$ cat config.mk
export PLATFORM = sky130hd
export DESIGN_NAME = date_to_julian_day_number_unit
export DESIGN_NICKNAME = d
export VERILOG_FILES = /design/src/design/dtjdn_pkg.sv /design/src/design/date_to_julian_day_number_unit.sv
export SDC_FILE = /design/constraint.sdc
export NUM_CORES = 1
export LEC_CHECK = 0
export ABC_AREA = 1
export BUFFER_PORTS_ARGS = -buffer_cell sky130_fd_sc_hd__buf_4
export CORE_MARGIN = 4
export CORE_UTILIZATION = 40
export DETAILED_ROUTE_END_ITERATION = 10
export GPL_TIMING_DRIVEN = 1
export MAX_ROUTING_LAYER = met4
export PLACE_DENSITY = 0.66
export SKIP_CTS_REPAIR_TIMING = 1
export SLEW_MARGIN = 15
export SYNTH_ARGS = -nofsm -noshare
export SYNTH_HDL_FRONTEND = slang
export SYNTH_SLANG_ARGS = --single-unit
$ cat constraint.sdc
create_clock -name clk -period 9.45 [get_ports clk]
set_input_delay 0.4725 -clock clk [delete_from_list [all_inputs] [get_ports clk]]
set_output_delay 0.4725 -clock clk [all_outputs]
set_load 0.005 [all_outputs]
$ cat src/design/dtjdn_pkg.sv
`timescale 1ns / 1ps
// ----------------------------------------------------------------------------
// dtjdn_pkg: shared constants and tables for the date to day number unit
// month tables, date keys and the fixed-point reciprocal for division by 100
// ----------------------------------------------------------------------------
package dtjdn_pkg;

	// date key = year * 512 + month * 32 + day, i.e. {year, month, day}
	localparam int KEY_FIRST    = -4712 * 512 + 1 * 32 + 2;
	localparam int KEY_GAP_LO   = 1582 * 512 + 10 * 32 + 5;
	localparam int KEY_GAP_HI   = 1582 * 512 + 10 * 32 + 14;
	localparam int KEY_GREG     = 1582 * 512 + 10 * 32 + 15;
	localparam int YEAR_GREG    = 1582;

	// floor(x / 100) = (x * 5243) >> 19, exact for x below 43690
	localparam logic [12:0] RECIP100   = 13'd5243;
	localparam int          RECIP_SHFT = 19;

	localparam logic [10:0] DAYS_4YR   = 11'd1461;
	localparam logic [12:0] YEAR_BIAS  = 13'd4716;
	localparam logic [10:0] DAY_BIAS   = 11'd1524;

	localparam logic [3:0] MON_JAN = 4'd1;
	localparam logic [3:0] MON_FEB = 4'd2;
	localparam logic [3:0] MON_DEC = 4'd12;
	localparam logic [3:0] MON_WRAP = 4'd12;

	// days in a month, common year
	function automatic logic [4:0] month_len(input logic [3:0] m);
		logic [4:0] len;
		case (m)
			4'd1, 4'd3, 4'd5, 4'd7, 4'd8, 4'd10, 4'd12: len = 5'd31;
			4'd4, 4'd6, 4'd9, 4'd11: len = 5'd30;
			4'd2: len = 5'd28;
			default: len = 5'd0;
		endcase
		return len;
	endfunction

	// days before the first of a month, common year
	function automatic logic [8:0] month_start(input logic [3:0] m);
		logic [8:0] s;
		case (m)
			4'd1:  s = 9'd0;
			4'd2:  s = 9'd31;
			4'd3:  s = 9'd59;
			4'd4:  s = 9'd90;
			4'd5:  s = 9'd120;
			4'd6:  s = 9'd151;
			4'd7:  s = 9'd181;
			4'd8:  s = 9'd212;
			4'd9:  s = 9'd243;
			4'd10: s = 9'd273;
			4'd11: s = 9'd304;
			4'd12: s = 9'd334;
			default: s = 9'd0;
		endcase
		return s;
	endfunction

	// floor(30.6001 * (jm + 1)) for the shifted month 3..14
	function automatic logic [8:0] month_days(input logic [3:0] jm);
		logic [8:0] v;
		case (jm)
			4'd3:  v = 9'd122;
			4'd4:  v = 9'd153;
			4'd5:  v = 9'd183;
			4'd6:  v = 9'd214;
			4'd7:  v = 9'd244;
			4'd8:  v = 9'd275;
			4'd9:  v = 9'd306;
			4'd10: v = 9'd336;
			4'd11: v = 9'd367;
			4'd12: v = 9'd397;
			4'd13: v = 9'd428;
			4'd14: v = 9'd459;
			default: v = 9'd0;
		endcase
		return v;
	endfunction

endpackage

$ cat src/design/date_to_julian_day_number_unit.sv
`timescale 1ns / 1ps
// ----------------------------------------------------------------------------
// date_to_julian_day_number_unit: calendar date to chronological day number
// converts year, month and day into the day number, weekday, day of year,
// leap flag and a validity flag
// ----------------------------------------------------------------------------
// A four-stage pipeline that takes one date item per clock while the output
// side does not stall and returns one result item per date, registered in
// stage 4. Dates before 15 October 1582 follow the Julian calendar, later
// ones the Gregorian calendar; the leap rule switches at year 1582. A date is
// flagged invalid when the month is outside 1..12, the day is outside the
// month, the date lies before 2 January of year -4712, or it falls on
// 5..14 October 1582; day_number, weekday and year_day then read 0, while leap
// is always given. Stage 1 forms the date keys and the reciprocal products for
// the divisions by 100, stage 2 the leap rule, the checks and the 1461-day
// product, stage 3 the day number sum, stage 4 the weekday by a base-8 digit
// sum mod 7. Each stage holds its item while the stage after it is full and
// stalled, so a bubble is filled even while a result waits to be taken.
// ----------------------------------------------------------------------------
module date_to_julian_day_number_unit (
	input  logic               clk,
	input  logic               arst_n,
	input  logic               in_valid,
	output logic               in_ready,
	input  logic signed [14:0] year,
	input  logic        [3:0]  month,
	input  logic        [4:0]  day,
	output logic               out_valid,
	input  logic               out_ready,
	output logic        [22:0] day_number,
	output logic        [2:0]  weekday,
	output logic        [8:0]  year_day,
	output logic               leap,
	output logic               valid_res
);
	import dtjdn_pkg::*;

	// stage valid bits and per-stage advance
	logic v_s1, v_s2, v_s3, v_s4;
	logic en1, en2, en3, en4;

	assign en4      = !v_s4 || out_ready;
	assign en3      = !v_s3 || en4;
	assign en2      = !v_s2 || en3;
	assign en1      = !v_s1 || en2;
	assign in_ready = en1;
	assign out_valid = v_s4;

	always_ff @(posedge clk or negedge arst_n) begin
		if (!arst_n) begin
			v_s1 <= 1'b0;
			v_s2 <= 1'b0;
			v_s3 <= 1'b0;
			v_s4 <= 1'b0;
		end else begin
			if (en1) v_s1 <= in_valid;
			if (en2) v_s2 <= v_s1;
			if (en3) v_s3 <= v_s2;
			if (en4) v_s4 <= v_s3;
		end
	end

	// ---------------- stage 1: keys, shifted year/month, reciprocal products
	logic signed [23:0] key_c;
	logic signed [15:0] jy_c;
	logic        [3:0]  jm_c;
	logic signed [24:0] jkey_c;
	logic               early_c;

	assign early_c = (month <= MON_FEB);
	assign key_c   = $signed({year, month, day});
	// january and february count as months 13 and 14 of the year before
	assign jy_c    = early_c ? (16'(year) - 16'sd1) : 16'(year);
	assign jm_c    = early_c ? (month + MON_WRAP) : month;
	assign jkey_c  = $signed({jy_c, jm_c, day});

	logic signed [14:0] y_s1;
	logic        [3:0]  m_s1;
	logic        [4:0]  d_s1;
	logic signed [15:0] jy_s1;
	logic        [3:0]  jm_s1;
	logic        [26:0] py_s1;
	logic        [26:0] pjy_s1;
	logic               mok_s1;
	logic               kbad_s1;
	logic               greg_s1;
	logic               ge_s1;

	always_ff @(posedge clk) begin
		if (en1) begin
			y_s1    <= year;
			m_s1    <= month;
			d_s1    <= day;
			jy_s1   <= jy_c;
			jm_s1   <= jm_c;
			// only used when the year is positive, so the low 14 bits suffice
			py_s1   <= 27'(year[13:0]) * 27'(RECIP100);
			pjy_s1  <= 27'(jy_c[13:0]) * 27'(RECIP100);
			mok_s1  <= (month >= MON_JAN) && (month <= MON_DEC);
			kbad_s1 <= (key_c < KEY_FIRST) || ((key_c >= KEY_GAP_LO) && (key_c <= KEY_GAP_HI));
			greg_s1 <= (jkey_c >= KEY_GREG);
			ge_s1   <= (year >= 15'(YEAR_GREG));
		end
	end

	// ---------------- stage 2: leap rule, checks, century term, 1461-day product
	logic [7:0]  q100_c;
	logic [13:0] r100_c;
	logic        div4_c;
	logic        leap_c;
	logic [4:0]  len_c;
	logic        ok_c;
	logic [7:0]  cent_c;
	logic [8:0]  b_c;
	logic [14:0] n_c;
	logic [8:0]  yd_c;

	assign q100_c = py_s1[RECIP_SHFT +: 8];
	assign r100_c = y_s1[13:0] - 14'(14'(q100_c) * 14'd100);
	assign div4_c = (y_s1[1:0] == 2'd0);
	assign leap_c = ge_s1 ? ((div4_c && (r100_c != 14'd0)) ||
	                         ((r100_c == 14'd0) && (q100_c[1:0] == 2'd0)))
	                      : div4_c;
	assign len_c  = month_len(m_s1) + 5'((m_s1 == MON_FEB) && leap_c);
	assign ok_c   = mok_s1 && !kbad_s1 && (d_s1 != 5'd0) && (d_s1 <= len_c);

	// gregorian correction 2 - a + a/4, a = century of the shifted year
	assign cent_c = pjy_s1[RECIP_SHFT +: 8];
	assign b_c    = greg_s1 ? (9'd2 + 9'(cent_c[7:2]) - 9'(cent_c)) : 9'd0;
	assign n_c    = 15'(jy_s1 + $signed({3'd0, YEAR_BIAS}));
	assign yd_c   = month_start(m_s1) + 9'(leap_c && (m_s1 > MON_FEB)) + 9'(d_s1);

	logic               ok_s2;
	logic               leap_s2;
	logic        [25:0] t1_s2;
	logic        [8:0]  t2_s2;
	logic        [4:0]  d_s2;
	logic signed [8:0]  b_s2;
	logic        [8:0]  yd_s2;

	always_ff @(posedge clk) begin
		if (en2) begin
			ok_s2   <= ok_c;
			leap_s2 <= leap_c;
			t1_s2   <= 26'(n_c) * 26'(DAYS_4YR);
			t2_s2   <= month_days(jm_s1);
			d_s2    <= d_s1;
			b_s2    <= $signed(b_c);
			yd_s2   <= yd_c;
		end
	end

	// ---------------- stage 3: day number sum
	logic [24:0] jdn_c;

	assign jdn_c = 25'(t1_s2[25:2]) + 25'(t2_s2) + 25'(d_s2) + 25'(b_s2) - 25'(DAY_BIAS);

	logic        ok_s3;
	logic        leap_s3;
	logic [22:0] jdn_s3;
	logic [8:0]  yd_s3;

	always_ff @(posedge clk) begin
		if (en3) begin
			ok_s3   <= ok_s2;
			leap_s3 <= leap_s2;
			jdn_s3  <= jdn_c[22:0];
			yd_s3   <= yd_s2;
		end
	end

	// ---------------- stage 4: weekday, since 8 = 1 mod 7 sum the octal digits
	logic [5:0] dsum_c;
	logic [3:0] fold_c;
	logic [2:0] mod7_c;

	always_comb begin
		dsum_c = 6'(jdn_s3[22:21]);
		for (int i = 0; i < 7; i++) begin
			dsum_c = dsum_c + 6'(jdn_s3[3*i +: 3]);
		end
	end

	assign fold_c = 4'(dsum_c[5:3]) + 4'(dsum_c[2:0]);
	assign mod7_c = (fold_c >= 4'd7) ? 3'(fold_c - 4'd7) : fold_c[2:0];

	always_ff @(posedge clk) begin
		if (en4) begin
			day_number <= ok_s3 ? jdn_s3 : 23'd0;
			weekday    <= ok_s3 ? (mod7_c + 3'd1) : 3'd0;
			year_day   <= ok_s3 ? yd_s3 : 9'd0;
			leap       <= leap_s3;
			valid_res  <= ok_s3;
		end
	end

endmodule
---- Word level (Yosys, flattened, before mapping) ----
Memory sizes are Yosys's and may differ from the RTL's. A register that Yosys moved wholly into a read port is not among the register bits.
Cells that the tools add are included.
storage, ports and cells
  output and inout bits ................... 39
  input bits .............................. 28
  memories ................................ 3
  memory bits (read-only) ................. 368
  register bits ........................... 225
operators by class
  equality and inequality tests ........... 1
  reduce and logical (&&, ||, !) cells .... 25
  $lt $le $gt $ge ......................... 11
  mux-type cells .......................... 6
  multiply operators ...................... 4
  add/sub/neg operators ................... 23
memory list
  name              words  bits a word  rd ports  clocked after memory_dff  write ports  RTL line         RTL
  (name not given)  16     9            1         1                         0            dtjdn_pkg.sv:64  case (jm)
  (name not given)  16     9            1         1                         0            dtjdn_pkg.sv:43  case (m)
  (name not given)  16     5            1         1                         0            dtjdn_pkg.sv:31  case (m)
operator list
  operator                count
  $mul 14x13->27 const B  2
  $ge 25x21->1 const B    1
  $mul 15x11->25 const B  1
  $add 6x3->6             4
  $ge 24x21->1 const B    1
  $le 24x21->1 const B    1
  $lt 24x23->1 const B    1
  $add 23x23->23          1
  $add 23x5->23           1
  $add 23x9->23           1
  $sub 23x11->23 const B  1
  $mux 16                 1
  $sub 15x2->16 const B   1
  $add 15x14->15 const B  1
  $ge 15x12->1 const B    1
  $logic_not 14->1        1
  $reduce_bool 14->1      1
  $sub 14x14->14          1
  $mul 8x5->12 const B    1
  $mux 4                  3
  $add 9x1->9             1
  $add 9x5->9             1
  $logic_and 1x1->1       9
  $sub 7x8->9             1
  22 further kinds        32

---- Logic depth before layout (Yosys ltp) ----
  depth after elaboration ................. 11
  mapped depth ............................ 32
  gate-level depth less buffers ........... 32

---- Worst setup path after synthesis ----
Ideal clock, no wire load.
  path kind ............................... input to register
  from .................................... input port year[0]
  to ...................................... register pjy_s1[24], data pin
  slack ................................... 3.607 ns
  setup time .............................. 0.259 ns
  stages .................................. 21
  data arrival time ....................... 5.584 ns
  path through ............................ inv_1 ha_1 nand2_1 a21boi_0 nand2_1 nor2_1 xor2_1 ha_1 fa_1 inv_1 fa_1 inv_1 fa_1 fa_1 ha_1 a21o_1 a21boi_0 a21oi_1 nor3_1 nand2_1 xor2_1
on the way
  longest elaborated chain between the ends .. 3
ends and longest elaborated chain
  what                  RTL line                              RTL
  start, declared       date_to_julian_day_number_unit.sv:25  input logic signed [14:0] year,
  $sub 15x2->16         date_to_julian_day_number_unit.sv:73  assign jy_c = early_c ? (16'(year) - 16'sd1) : 16'(year);
  $mux 16               date_to_julian_day_number_unit.sv:73
  net jy_c[10]          date_to_julian_day_number_unit.sv:65  logic signed [15:0] jy_c;
  $mul 14x13->27        date_to_julian_day_number_unit.sv:98  pjy_s1 <= 27'(jy_c[13:0]) * 27'(RECIP100);
  end signal, assigned  date_to_julian_day_number_unit.sv:98
  end, declared         date_to_julian_day_number_unit.sv:83  logic [26:0] pjy_s1;
The timed path passes the listed nets, and every way through them passes these cells.
A chain may end at the register's enable or synchronous reset.

---- Worst setup path after layout ----
  from .................................... register jy_s1[2]
  to ...................................... register t1_s2[20], data pin
on the way
  longest elaborated chain between the ends .. 2
ends and longest elaborated chain
  what                    RTL line                               RTL
  start, declared         date_to_julian_day_number_unit.sv:80   logic signed [15:0] jy_s1;
  start signal, assigned  date_to_julian_day_number_unit.sv:94   jy_s1 <= jy_c;
  $add 15x14->15          date_to_julian_day_number_unit.sv:130  assign n_c = 15'(jy_s1 + $signed({3'd0, YEAR_BIAS}));
  $mul 15x11->25          date_to_julian_day_number_unit.sv:145  t1_s2 <= 26'(n_c) * 26'(DAYS_4YR);
  end signal, assigned    date_to_julian_day_number_unit.sv:145
  end, declared           date_to_julian_day_number_unit.sv:135  logic [25:0] t1_s2;
No other way between the ends.

==> results by group <==
Clocking
  • Clk_lat worst skew: 0.57 ns
  • Clock slew at reported path FFs: 0.06 ns
  • TritonCTS clock tree: done
  • Clk root buf: clkbuf_16
  • TritonCTS Sinks: 204
  • CTS H-Tree Depth: 1
  • Number of CTS-inserted buffers: 25
  • Max clock buf depth: 3

Critical path
  • R2r setup slk: 3.33 ns
  • Worst Setup EP: t1_s2[20]
  • Crit. End Element: register
  • Critical path origin: jy_s1[2]
  • Crit path cell chain: o21ai_0 > a21oi_1 > o21ai_0 > o21ai_0 > xor2_1 > inv_1 > ha_1 > fa_1 > inv_1 > fa_1 > inv_1 > fa_1 > fa_1 > ha_1 > nand2_1 > nor2_1 > nand2_1 > o211ai_1 > a21oi_1 > xnor2_1
  • R2r worst-path depth: 20
  • WP data required: 9.74 ns
  • RR Endpoint: t1_s2[20]
  • CP startpoint kind: register
  • Worst path most repeated cell: fa_1
  • Slowest-stage cell, CP: fa_1
  • Worst Setup Path Type: register to register
  • R2r startpoint: jy_s1[2]
  • Slowest stage delay, CP: 0.55 ns
  • Critical path fanouts, max: 4
  • Crit path DAT: 6.41 ns

Routing
  • DRT Pass-1 Iters: 5
  • Final ANT Viol Nets: 0
  • Vias per inst: 4.85
  • # DRC: 0
  • Routed via count: 16,789
  • Avg WL per Cell: 14.7 um
  • 1st-iter DRT viols: 1,011
  • Routed WL: 50,900 um

Die
  • Core area: 59,200 sq um
  • # IOs: 67
  • Die Wd: 253 um
  • Die height: 253 um
  • Starting Density: 0.406
  • Die footprint: 64,100 sq um
  • # rows: 89

Synthesis
  • Warning count from the yosys run: 0
  • Post-Synthesis Cells: 2,577
  • Post-synthesis net count: 3,300
  • Mapped Area: 24,000 sq um
  • Syn_area_per_cell: 9.33 sq um
  • #FFs+latches synth: 204
  • Distinct cells, synth: 52
  • Sequential-to-total area share from yosys stat: 0.249

Placed design
  • I/O Buffers: 66
  • RD Place Congestion: 0.926
  • Post-DP HPWL: 44,000 um

Finish
  • Synth-to-layout area growth: 9.46%
  • Layout cells sized above 1: 0.0484
  • Commonest non-fill, non-tap cell in the layout: inv_1
  • Commonest non-fill, non-tap cells in the layout: inv_1 (585), ha_1 (475), nand2_1 (399)
  • Nets: 3,393

STA
  • Max-slew violation count: 0
  • RSZ-0062 raised after global routing: no
  • Final setup fails: 0
  • Final Hold Fails: 0
  • F_max: 163 MHz
  • Actual slew at the worst max-slew pin: 1.05 ns
  • Final Critical Period: 6.12 ns
  • Setup TNS Final: 0 ns
  • Clock Skews: 0.0333 ns
  • Final worst path period share: 0.648
  • Worst rel slew slack: 0.300

Worst hold path
  • HP Class: input port to register

Global routing
  • Overall Global Routing Usage: 0.169
  • GRT Residual Overflow: 0
  • Initial antenna violation count: 3
  • First-pass GRT wire length: 86,000 um
  • Vias in the first global route: 16,896
  • Largest net degree at the start of global routing: 58

Flow run
  • Max Cap Viol: 0

Outcome
  • Status: finished clean
worst max-delay path: cells and delay by family, from the launching register on:
family	cells	cell delay [ns]
AO/OA/AOI/OAI	6	1.36
XOR/XNOR	2	0.55
adder cells (fa/ha/maj)	6	2.81
buffers and inverters	3	0.31
flip-flops	1	0.39
AND/OR/NAND/NOR	3	0.40
layer usage:
metal | share of wire | track usage | vias up | wire, um
met1 | 0.48 | 0.237 | 7872 | 24300
met3 | 0.056 | 0.0279 | 57 | 2870
met2 | 0.44 | 0.262 | 325 | 22600
met4 | 0.021 | 0.0317 | 0 | 1060
met5 | 0 | - | - | 0
li1 | - | - | 8535 | -
Yosys cell counts, drive strengths merged:
| master | n | share of area |
|---|---|---|
| o211ai | 6 | 0.0019 |
| clkbuf | 4 | 0.00062 |
| a32oi | 1 | 0.00036 |
| buf | 2 | 0.00062 |
| mux2 | 1 | 0.00047 |
| nand4 | 33 | 0.0086 |
| a21oi | 124 | 0.026 |
| edfxtp | 188 | 0.23 |
| nand3 | 77 | 0.016 |
| ha | 475 | 0.25 |
| nor4 | 5 | 0.0013 |
| nor3 | 26 | 0.0054 |
| a21boi | 7 | 0.0023 |
| xor2 | 69 | 0.025 |
| a21o | 13 | 0.0041 |
| o21ai | 97 | 0.021 |
| o31a | 1 | 0.00036 |
| nand2 | 402 | 0.064 |
| and2 | 2 | 0.00052 |
| nor3b | 1 | 0.00031 |
| a22oi | 1 | 0.00031 |
| nand3b | 5 | 0.0016 |
| a211oi | 3 | 0.00094 |
| clkinv | 1 | 0.00016 |
| inv | 588 | 0.092 |
| or2 | 5 | 0.0013 |
| dfxtp | 12 | 0.010 |
| o21a | 8 | 0.0025 |
| o31ai | 4 | 0.0012 |
| a2bb2oi | 1 | 0.00036 |
| o41ai | 1 | 0.00036 |
| dfrtp | 4 | 0.0042 |
| a31oi | 12 | 0.0031 |
| fa | 220 | 0.18 |
| and3 | 2 | 0.00052 |
| nor2 | 133 | 0.022 |
| o22ai | 3 | 0.00078 |
| nor4b | 1 | 0.00036 |
| xnor2 | 28 | 0.010 |
| o21bai | 11 | 0.0034 |
how the worst min path moves through the flow:
| stage | startpoint | to | slack, ns | depth (start not counted) |
|---|---|---|---|---|
| floorplan | arst_n | out_valid | 0.18 | 0 |
| global placement | arst_n | out_valid | 0.27 | 1 |
| detailed placement | arst_n | out_valid | 0.27 | 1 |
| CTS | arst_n | out_valid | -0.31 | 1 |
| global route | in_valid | v_s1 | 0.09 | 3 |
| finish | in_valid | v_s1 | 0.12 | 3 |
per-stage QoR:
step | instances | hold slack [ns] | setup WS (ns) | instance area [sq um] | util
after floorplan | 2577 | 0.177 | 3.61 | 24000 | -
after detailed placement | 3415 | 0.272 | 2.79 | 25500 | 0.431
after CTS | 3459 | -0.310 | 3.23 | 26300 | 0.444
final | 3463 | 0.119 | 3.33 | 26300 | 0.444
after global placement | 3415 | 0.274 | 2.77 | 25500 | 0.431
after global routing | 3463 | 0.0941 | 2.79 | 26300 | 0.444
flip-flops by register name, summed over array words and instances (netlist names), 2 cells and up, named ones only:
signal and flops:
jm_s1 2, b_s2 9, year_day 9, y_s1 14, t2_s2 9, day_number 23
yd_s3 9, jdn_s3 23, pjy_s1 8, m_s1 4, yd_s2 9, weekday 3
d_s2 5, py_s1 8, d_s1 5, jy_s1 15, t1_s2 23
area by class of cell:
class	count	area, sq um
antenna	3	7.51
multi-input combinational	1778	15800
tap	773	967
timing repair buffer	72	543
inverter	589	2210
sequential	204	5990
clock buffer	30	644
fill	5745	32900
clock inverter	14	141
logic make-up after synthesis:
| kind of cell | share of synthesized area |
|---|---|
| adders and majority gates | 0.431 |
| and+or+nand+nor | 0.122 |
| buffers and inverters | 0.0933 |
| AOI/OAI and AO/OA | 0.0693 |
| DFF | 0.249 |
| xor gates and xnor gates | 0.0357 |
| muxes | 0.000468 |
Power is left out: the tool's default activity adds up to more than one toggle a clock period on the data nets, which glitch-free logic cannot reach.
